**src/rtl/hri_pkg.sv**
```systemverilog
// Package for the Halton radical inverse block: widths, controller states,
// and the command/status structs between the controller and the datapath.
// No dependencies.
`default_nettype none

package hri_pkg;

  localparam int INDEX_BITS    = 32;
  localparam int FRACTION_BITS = 32;
  localparam int BASE_BITS     = 8;

  // rev and scale stay below base * 2^INDEX_BITS
  localparam int ACC_BITS = INDEX_BITS + BASE_BITS;
  localparam int REM_BITS = ACC_BITS + 1;
  localparam int QUO_BITS = (INDEX_BITS > FRACTION_BITS) ? INDEX_BITS : FRACTION_BITS;
  localparam int CNT_BITS = $clog2(QUO_BITS);

  typedef enum logic [2:0] {
    ST_IDLE,
    ST_CHECK,
    ST_DIGIT,
    ST_UPDATE,
    ST_FRAC,
    ST_FINISH
  } hri_state_e;

  typedef struct packed {
    logic load;       // capture index/base, clear accumulators
    logic step;       // one restoring division step
    logic frac_mode;  // step divides rev by scale instead of index by base
    logic update;     // fold remainder digit into rev, scale by base
    logic frac_init;  // remainder <= rev, quotient <= 0
    logic out_load;   // write the output register
  } dp_cmd_t;

  typedef struct packed {
    logic bad_base;
    logic quo_zero;
  } dp_sts_t;

endpackage

`default_nettype wire

```
**src/rtl/halton_radical_inverse.sv**
```systemverilog
// Halton radical inverse: mirrors the base digits of an index into a Q0.32
// fraction, floor(R * 2^32 / base^n). Depends on hri_pkg, hri_ctrl, hri_datapath.
//
// One item at a time. Every digit costs one pass of the shared bit-serial
// divider (index / base), a fold of the digit and a test for the end; the
// final fraction takes one more pass through the same divider. A base below
// 2 returns with bad_base set and fraction 0. A new item is taken once the
// result is in the output register, even if that result has not yet been
// transferred.
`default_nettype none

module halton_radical_inverse (
  input  wire logic                              clk_i,
  input  wire logic                              rst_ni,
  input  wire logic                              in_valid_i,
  output logic                                   in_stall_o,
  input  wire logic [hri_pkg::INDEX_BITS-1:0]    index_i,
  input  wire logic [hri_pkg::BASE_BITS-1:0]     base_i,
  output logic                                   out_valid_o,
  input  wire logic                              out_stall_i,
  output logic      [hri_pkg::FRACTION_BITS-1:0] fraction_o,
  output logic                                   bad_base_o
);

  hri_pkg::dp_cmd_t cmd;
  hri_pkg::dp_sts_t sts;

  hri_ctrl u_ctrl (
    .clk_i       (clk_i),
    .rst_ni      (rst_ni),
    .in_valid_i  (in_valid_i),
    .in_stall_o  (in_stall_o),
    .out_valid_o (out_valid_o),
    .out_stall_i (out_stall_i),
    .sts_i       (sts),
    .cmd_o       (cmd)
  );

  hri_datapath u_datapath (
    .clk_i      (clk_i),
    .index_i    (index_i),
    .base_i     (base_i),
    .cmd_i      (cmd),
    .sts_o      (sts),
    .fraction_o (fraction_o),
    .bad_base_o (bad_base_o)
  );

endmodule

`default_nettype wire

```
**src/rtl/hri_datapath.sv**
```systemverilog
// Datapath: shared bit-serial restoring divider, digit accumulators, output register.
// Depends on hri_pkg.
`default_nettype none

module hri_datapath (
  input  wire logic                              clk_i,
  input  wire logic [hri_pkg::INDEX_BITS-1:0]    index_i,
  input  wire logic [hri_pkg::BASE_BITS-1:0]     base_i,
  input  wire hri_pkg::dp_cmd_t                  cmd_i,
  output hri_pkg::dp_sts_t                       sts_o,
  output logic      [hri_pkg::FRACTION_BITS-1:0] fraction_o,
  output logic                                   bad_base_o
);

  logic [hri_pkg::BASE_BITS-1:0]     base_q;
  logic [hri_pkg::QUO_BITS-1:0]      quo_q, quo_d;
  logic [hri_pkg::REM_BITS-1:0]      rem_q, rem_d;
  logic [hri_pkg::ACC_BITS-1:0]      rev_q, rev_d;
  logic [hri_pkg::ACC_BITS-1:0]      scale_q, scale_d;
  logic [hri_pkg::FRACTION_BITS-1:0] fraction_q;
  logic                              bad_base_q;

  logic                              shift_in;
  logic [hri_pkg::REM_BITS-1:0]      trial;
  logic [hri_pkg::REM_BITS-1:0]      divisor;
  logic                              ge;
  logic                              bad;

  assign bad = base_q < hri_pkg::BASE_BITS'(2);

  always_comb begin
    shift_in = cmd_i.frac_mode ? 1'b0 : quo_q[hri_pkg::INDEX_BITS-1];
    trial    = {rem_q[hri_pkg::ACC_BITS-1:0], shift_in};
    divisor  = cmd_i.frac_mode ? {1'b0, scale_q} : hri_pkg::REM_BITS'(base_q);
    ge       = trial >= divisor;

    quo_d   = quo_q;
    rem_d   = rem_q;
    rev_d   = rev_q;
    scale_d = scale_q;

    if (cmd_i.load) begin
      quo_d   = hri_pkg::QUO_BITS'(index_i);
      rem_d   = '0;
      rev_d   = '0;
      scale_d = hri_pkg::ACC_BITS'(1);
    end else if (cmd_i.step) begin
      quo_d = {quo_q[hri_pkg::QUO_BITS-2:0], ge};
      rem_d = ge ? (trial - divisor) : trial;
    end else if (cmd_i.update) begin
      rev_d   = hri_pkg::ACC_BITS'(rev_q * hri_pkg::ACC_BITS'(base_q))
              + rem_q[hri_pkg::ACC_BITS-1:0];
      scale_d = hri_pkg::ACC_BITS'(scale_q * hri_pkg::ACC_BITS'(base_q));
      rem_d   = '0;
    end else if (cmd_i.frac_init) begin
      quo_d = '0;
      rem_d = {1'b0, rev_q};
    end
  end

  always_ff @(posedge clk_i) begin
    if (cmd_i.load) begin
      base_q <= base_i;
    end
    quo_q   <= quo_d;
    rem_q   <= rem_d;
    rev_q   <= rev_d;
    scale_q <= scale_d;
    if (cmd_i.out_load) begin
      fraction_q <= bad ? '0 : quo_q[hri_pkg::FRACTION_BITS-1:0];
      bad_base_q <= bad;
    end
  end

  assign sts_o.bad_base = bad;
  assign sts_o.quo_zero = quo_q[hri_pkg::INDEX_BITS-1:0] == '0;
  assign fraction_o     = fraction_q;
  assign bad_base_o     = bad_base_q;

endmodule

`default_nettype wire

```
**src/rtl/hri_ctrl.sv**
```systemverilog
// Controller: sequences digit divisions, digit folds, the fraction division
// and the output transfer. Depends on hri_pkg.
`default_nettype none

module hri_ctrl (
  input  wire logic              clk_i,
  input  wire logic              rst_ni,
  input  wire logic              in_valid_i,
  output logic                   in_stall_o,
  output logic                   out_valid_o,
  input  wire logic              out_stall_i,
  input  wire hri_pkg::dp_sts_t  sts_i,
  output hri_pkg::dp_cmd_t       cmd_o
);

  hri_pkg::hri_state_e          state_q, state_d;
  logic [hri_pkg::CNT_BITS-1:0] cnt_q, cnt_d;
  logic                         out_valid_q, out_valid_d;

  always_ff @(posedge clk_i or negedge rst_ni) begin
    if (!rst_ni) begin
      state_q     <= hri_pkg::ST_IDLE;
      cnt_q       <= '0;
      out_valid_q <= 1'b0;
    end else begin
      state_q     <= state_d;
      cnt_q       <= cnt_d;
      out_valid_q <= out_valid_d;
    end
  end

  always_comb begin
    state_d    = state_q;
    cnt_d      = cnt_q;
    cmd_o      = '0;
    in_stall_o = 1'b1;

    case (state_q)
      hri_pkg::ST_IDLE: begin
        in_stall_o = 1'b0;
        if (in_valid_i) begin
          cmd_o.load = 1'b1;
          state_d    = hri_pkg::ST_CHECK;
        end
      end
      hri_pkg::ST_CHECK: begin
        if (sts_i.bad_base) begin
          state_d = hri_pkg::ST_FINISH;
        end else if (sts_i.quo_zero) begin
          cmd_o.frac_init = 1'b1;
          cnt_d           = hri_pkg::CNT_BITS'(hri_pkg::FRACTION_BITS - 1);
          state_d         = hri_pkg::ST_FRAC;
        end else begin
          cnt_d   = hri_pkg::CNT_BITS'(hri_pkg::INDEX_BITS - 1);
          state_d = hri_pkg::ST_DIGIT;
        end
      end
      hri_pkg::ST_DIGIT: begin
        cmd_o.step = 1'b1;
        cnt_d      = cnt_q - 1'b1;
        if (cnt_q == '0) begin
          state_d = hri_pkg::ST_UPDATE;
        end
      end
      hri_pkg::ST_UPDATE: begin
        cmd_o.update = 1'b1;
        state_d      = hri_pkg::ST_CHECK;
      end
      hri_pkg::ST_FRAC: begin
        cmd_o.step      = 1'b1;
        cmd_o.frac_mode = 1'b1;
        cnt_d           = cnt_q - 1'b1;
        if (cnt_q == '0) begin
          state_d = hri_pkg::ST_FINISH;
        end
      end
      hri_pkg::ST_FINISH: begin
        if (!out_valid_q || !out_stall_i) begin
          cmd_o.out_load = 1'b1;
          state_d        = hri_pkg::ST_IDLE;
        end
      end
      default: begin
        state_d = hri_pkg::ST_IDLE;
      end
    endcase

    if (cmd_o.out_load) begin
      out_valid_d = 1'b1;
    end else if (out_valid_q && !out_stall_i) begin
      out_valid_d = 1'b0;
    end else begin
      out_valid_d = out_valid_q;
    end
  end

  assign out_valid_o = out_valid_q;

  // output register is never overwritten while a result waits
  assert property (@(posedge clk_i) disable iff (!rst_ni)
    cmd_o.out_load |-> (!out_valid_q || !out_stall_i))
    else $error("output overwritten while stalled");

  assert property (@(posedge clk_i) disable iff (!rst_ni)
    (in_valid_i && !in_stall_o) |=> (state_q == hri_pkg::ST_CHECK))
    else $error("accepted item did not start");

  assert property (@(posedge clk_i) disable iff (!rst_ni)
    (state_q == hri_pkg::ST_FRAC && cnt_q == '0) |=> (state_q == hri_pkg::ST_FINISH))
    else $error("fraction division did not end");

  assert property (@(posedge clk_i) disable iff (!rst_ni)
    (state_q == hri_pkg::ST_UPDATE) |-> $past(state_q == hri_pkg::ST_DIGIT))
    else $error("digit fold without division");

endmodule

`default_nettype wire
```
**config.mk**
```make
export PLATFORM = sky130hd
export DESIGN_NAME = halton_radical_inverse
export DESIGN_NICKNAME = d
export VERILOG_FILES = /design/src/rtl/hri_pkg.sv /design/src/rtl/halton_radical_inverse.sv /design/src/rtl/hri_datapath.sv /design/src/rtl/hri_ctrl.sv
export SDC_FILE = /design/constraint.sdc
export NUM_CORES = 2
export LEC_CHECK = 0
export ABC_AREA = 0
export BUFFER_PORTS_ARGS = -buffer_cell sky130_fd_sc_hd__buf_2
export CORE_MARGIN = 2
export CORE_UTILIZATION = 58
export CTS_BUF_LIST = sky130_fd_sc_hd__clkbuf_8
export DETAILED_ROUTE_END_ITERATION = 8
export PLACE_DENSITY = 0.78
export SYNTH_ARGS = -nofsm -noshare
export SYNTH_HDL_FRONTEND = slang
export SYNTH_HIERARCHICAL = 1
export SYNTH_SLANG_ARGS = --single-unit
export TNS_END_PERCENT = 30
```
**constraint.sdc**
```tcl
create_clock -name clk_i -period 5.6 [get_ports clk_i]
set_clock_uncertainty 0.15 [all_clocks]
set_input_delay 0.56 -clock clk_i [delete_from_list [all_inputs] [get_ports clk_i]]
set_output_delay 0.56 -clock clk_i [all_outputs]
set_load 0.02 [all_outputs]
```
Word level (Yosys, flattened, before mapping). Index checks and enable logic that the tools add are counted.

Input port bits: 44. Output and inout port bits: 35. Logic and storage cells: 77. Bits in registers: 202.

Eq/ne operators: 11. $mul: 2. Bitwise operators: 1. Add/subtract/negate cells: 3. Reductions and logical operators: 16. Order comparisons: 2. Mux-type cells: 32.

Operator list (number): 2-to-1 mux 40 bit (5); 2-to-1 mux 32 bit (4); multiplier 40 x 8 -> 40 bit (2); greater-or-equal comparator 41 x 40 -> 1 bit (1); adder 40 bit (1); subtractor 40 bit (1); zero test 32 bit (1); 2-to-1 mux 3 bit (6); one-hot mux 3 bit (6 select lines) (1); 2-to-1 mux 1 bit (14); one-hot mux 5 bit (2 select lines) (1); less-than comparator 8 x 2 -> 1 bit, second input constant (1); equality test 3 x 2 -> 1 bit, second input constant (2); equality test 3 bit, second input constant (2); != test 2 x 1 -> 1 bit, second input constant (3); AND reduction 2 bit (3); nonzero test 3 bit (2); zero test 5 bit (1); 2-to-1 mux 5 bit (1); subtractor 5 x 1 -> 5 bit, second input constant (1); != test 2 bit, second input constant (2); AND reduction 4 bit (1); nonzero test 2 bit (2); equality test 3 x 1 -> 1 bit, second input constant (1); 7 further kinds (8).

Longest topological paths before layout.
Depth in word-level cells: 8. Gate-level depth with buffers: 23. Gate-level depth less buffers: 20.

Modules after synthesis. Netlist, hierarchy kept.

Modules (own cells, without submodules): hri_datapath (area an instance 28768.8 um^2, instances 1, cells each 3273, sequential area each 4594.4 um^2); hri_ctrl (area an instance 576.8 um^2, instances 1, cells each 60, sequential area each 225.2 um^2).

Least setup slack after synthesis. Ideal clock, no wire load.

Path type: flip-flop to flip-flop. From: reg u_datapath/base_q[1] (netlist bit). To: reg u_datapath/rev_q[31] (netlist bit). Data arrival time: 5.432 ns. Library setup time: 0.127 ns. Setup slack: -0.109 ns. Data required time: 5.323 ns. Path buffers: 3. Period minus slack after synthesis: 5.709 ns. Cell stages (with the launch flop): 22. Cells stage by stage: edfxtp_1 > clkbuf_1 > clkbuf_1 > clkbuf_1 > nand2_1 > fa_1 > inv_1 > fa_1 > fa_1 > inv_1 > fa_1 > inv_1 > ha_1 > and2_1 > a2111o_1 > a31o_2 > a22oi_1 > o21ai_0 > a21o_1 > a21oi_1 > xor2_1 > o21ai_0.

Word-level cells in the longest chain between the ends: 2.

RTL lines: start, declared (RTL line hri_datapath.sv:15) `logic [hri_pkg::BASE_BITS-1:0] base_q;`; start signal, assigned (RTL line hri_datapath.sv:63) `base_q <= base_i;`; multiplier 40 x 8 -> 40 bit (RTL line hri_datapath.sv:51) `rev_d = hri_pkg::ACC_BITS'(rev_q * hri_pkg::ACC_BITS'(base_q))`; adder 40 bit (RTL line hri_datapath.sv:52) `+ rem_q[hri_pkg::ACC_BITS-1:0];`; end signal, assigned (RTL line hri_datapath.sv:67) `rev_q <= rev_d;`; end, declared (RTL line hri_datapath.sv:18) `logic [hri_pkg::ACC_BITS-1:0] rev_q, rev_d;`.

Every way passes these cells. A chain may end at the register's enable or synchronous reset.

Worst setup path in the final report.
From: reg u_datapath/base_q[6] (netlist bit). To: reg u_datapath/rev_q[38] (netlist bit).

The elaborated chain is that of the path after synthesis.

==> results.py <==
metrics = {
    "floorplanning": {
        "initial_utilization": 0.586,
        "ios": 79,
        "fp.dieH_um": 229,
        "rows": 82,
        "fp.dieW_um": 229,
        "core_area_sq_um": 50100,
        "die_area_sq_um": 52400,
    },
    "clock_network": {
        "cts.path.max_buffers": 3,
        "cts_buffers": 45,
        "clock_sinks": 202,
        "clkTransAtPathRegs_ns": 0.06,
        "cts-root-buf": "clkbuf_8",
        "cts_htree_levels": 2,
        "clock_latency_ns": 0.67,
        "cts_tree": "done",
    },
    "sta": {
        "tns_ns": -0.192,
        "maxSlewHeadroom": 0.101,
        "hold_slack_ns": 0.0661,
        "period_needed_ns": 5.68,
        "fin_ws_ns": -0.0805,
        "grt_setup_unrepaired": "yes",
        "final.period_utilization": 1.01,
        "slew_viol_final": 0,
        "worstMarginPinSlew_ns": 1.34,
        "fmax_ghz": 0.176,
        "setup_viol_count_final": 5,
        "finalHoldViolCount": 0,
    },
    "outcome": {
        "outcome": "finished with violations",
        "violations": "setup timing",
    },
    "job": {
        "drv_cap": 0,
    },
    "critical_path": {
        "cp.arrival_ns": 6.09,
        "required_ns": 6.01,
        "slowest_stage": "fa_1",
        "cp-end-kind": "flip-flop",
        "cp_slowest_stage_delay_ns": 0.55,
        "crit_type": "flip-flop to flip-flop",
        "crit_family": "adder cells",
        "startpoint_type": "flip-flop",
        "path_buf_inv": 7,
        "crit_path_frequent_cell": "buf_4",
        "path_cells": "buf_12, buf_4, and2_1, fa_1, fa_2, fa_1, inv_1, fa_1, inv_1, ha_1, buf_4, a311oi_2, o21ai_1, buf_4, o41ai_4, buf_4, o31ai_4, o311ai_2, mux2i_1, nand2_1",
        "crit_path_max_fanout": 7,
    },
    "pwr": {
        "p_per_area_nw_per_um2": 683,
        "finalPower_mw": 22.5,
        "ir_drop_uv": 575,
        "cellLeakagePower_nw": 15.6,
    },
    "global_routing": {
        "grt_pass1_wl_um": 133000,
        "grtUsageTotal": 0.318,
        "grt_max_degree": 73,
        "grt_antenna_before_repair": 3,
        "grt_overflow": 0,
        "grt_pass1_vias": 25800,
    },
    "placement": {
        "port_buffers": 78,
        "dpl.cell_count": 4035,
        "place.gp.congestion": 0.970,
        "hpwl_um": 62000,
    },
    "synthesis": {
        "syn_inst": 3333,
        "synth_nets": 3962,
        "synth_edf_count": 73,
        "ys_types": 84,
        "syn_area_sq_um": 29300,
        "synth-async-reset-ratio": 0.0446,
        "avgSynthCellArea_sq_um": 8.80,
        "ys_seq_area_frac": 0.164,
        "ys_ff_latch": 202,
        "yosys_warnings": 6,
        "synth_flop_cell": "dfxtp_1",
    },
    "final_layout": {
        "nets": 4082,
        "syn2layout_area_growth_pct": 12.3,
        "drive_above_1_share": 0.130,
        "final_cells": 4160,
    },
    "route": {
        "first_pass_iters": 6,
        "vias_per_cell": 5.94,
        "wirelength_um": 86500,
        "wire_per_inst_um": 20.8,
        "drc": 0,
        "ant_nets": 0,
        "num_vias": 24700,
        "drt_iter0_markers": 2102,
    },
    "worst_hold_path": {
        "min_path_type": "primary input to flip-flop",
    },
}
-- per-layer routing --
metal / global-route usage / up-vias / part of all wire
li1: - / 10900 / -
met1: 0.394 / 12300 / 0.38
met2: 0.520 / 1166 / 0.47
met3: 0.0608 / 316 / 0.090
met4: 0.189 / 0 / 0.068
met5: 0 / - / 0
-- state kept, by name, indices dropped and copies added, names as in the netlist --
| signal | cells |
|---|---|
| u_datapath/fraction_o | 32 |
| u_datapath/bad_base_o | 1 |
| u_ctrl/state_q | 3 |
| u_datapath/scale_q | 40 |
| u_ctrl/out_valid_o | 1 |
| u_ctrl/cnt_q | 5 |
| u_datapath/base_q | 8 |
| u_datapath/rev_q | 40 |
| u_datapath/quo_q | 32 |
| u_datapath/rem_q | 40 |
-- worst paths after layout --
kind,slack (ns),cells past startpoint,from,to
max in group asynchronous,4.94,2,rst_ni,u_ctrl/state_q[0]
hold reg to reg,0.31,1,u_ctrl/cnt_q[4],u_ctrl/cnt_q[4]
hold / removal,0.07,1,base_i[4],u_datapath/base_q[4]
setup / recovery,-0.08,20,u_datapath/base_q[6],u_datapath/rev_q[38]
setup reg to reg,-0.08,20,u_datapath/base_q[6],u_datapath/rev_q[38]
min in group asynchronous,0.17,2,rst_ni,u_ctrl/cnt_q[0]
-- metrics by stage --
step,worst slack (ns),util,cell area [sq um]
2_1_floorplan,-0.0215,-,29300
3_3_place_gp,-0.120,0.621,31100
3_5_place_dp,-0.194,0.621,31100
4_1_cts,0.00709,0.640,32000
5_1_grt,-0.209,0.658,33000
6_report,-0.0805,0.658,33000
-- report_power, final --
| group | internal, mW | total [mW] | switching (mW) |
|---|---|---|---|
| combinational | 7.85 | 18.1 | 10.3 |
| clock | 0.858 | 1.66 | 0.798 |
| sequential | 2.08 | 2.72 | 0.644 |
-- cells in the mapped netlist, types with 63 or more instances --
| cell type | count | share of area |
|---|---|---|
| a21oi_1 | 156 | 0.027 |
| and2_1 | 464 | 0.099 |
| clkbuf_1 | 143 | 0.018 |
| dfxtp_1 | 120 | 0.082 |
| edfxtp_1 | 73 | 0.075 |
| fa_1 | 447 | 0.30 |
| ha_1 | 138 | 0.059 |
| inv_1 | 502 | 0.064 |
| mux2i_1 | 63 | 0.021 |
| nand2_1 | 360 | 0.046 |
| nor2_1 | 100 | 0.013 |
| o21ai_0 | 91 | 0.016 |
| xnor2_1 | 70 | 0.021 |
-- cell type report --
cell class / count / area [sq um]
antenna: 3 / 7.51
clock buffer: 49 / 674
clock inverter: 30 / 180
fill: 4005 / 17100
inverter: 502 / 1880
multi-input combinational: 2428 / 22300
sequential: 202 / 4820
tap: 672 / 841
timing repair buffer: 274 / 2230
-- cell usage in the layout (no fill, tap or decap), types with 11 or more instances in the layout --
| cell type | n |
|---|---|
| a21oi_1 | 142 |
| dfxtp_1 | 120 |
| o21ai_0 | 72 |
| o21ai_1 | 21 |
| a211oi_1 | 17 |
| buf_2 | 78 |
| nand2_1 | 358 |
| inv_1 | 513 |
| and2_1 | 452 |
| nor3_1 | 26 |
| a31oi_1 | 15 |
| and3_1 | 18 |
| o21a_1 | 19 |
| fa_1 | 441 |
| nand4_1 | 12 |
| buf_6 | 11 |
| xnor2_1 | 69 |
| clkbuf_8 | 49 |
| a21oi_2 | 13 |
| buf_12 | 11 |
| nand3b_1 | 11 |
| xor2_1 | 31 |
| mux2i_1 | 63 |
| o22ai_1 | 21 |
| nand3_1 | 43 |
| ha_1 | 127 |
| nor2b_1 | 17 |
| nand2b_1 | 16 |
| nor2_1 | 96 |
| buf_4 | 158 |
| a21o_1 | 57 |
| edfxtp_1 | 73 |
| a22o_1 | 30 |
-- repair_timing --
action                     4_1_cts  5_1_grt
hold endpoints to repair        14        0
buffers inserted                 0       27
hold buffers                     6        0
resized for setup                7      110
pin swaps                        4       48
setup endpoints to repair        7       37
cloned                           0       10
-- worst reg2reg max path, delay by kind of cell (launching register included) --
kind	cells	cell delay, ns
multiplexers	1	0.23
adder cells (fa/ha/maj)	5	2.33
buffers and inverters	7	1.04
AND/OR/NAND/NOR	2	0.24
flip-flops	1	0.48
AO/OA/AOI/OAI	5	1.17
-- kinds of logic (layout without fill, tap and decap cells) --
family	after synthesis	in the layout	share of synthesized area
multiplexers	67	67	0.0232
other	0	3	0
flip-flops	202	202	0.164
AND/OR/NAND/NOR	1131	1131	0.202
buffers and inverters	703	855	0.0922
AO/OA/AOI/OAI	543	543	0.124
XOR/XNOR	102	102	0.0307
adder cells (fa/ha/maj)	585	585	0.364
Note: power is estimated with default switching activity, not from simulation.
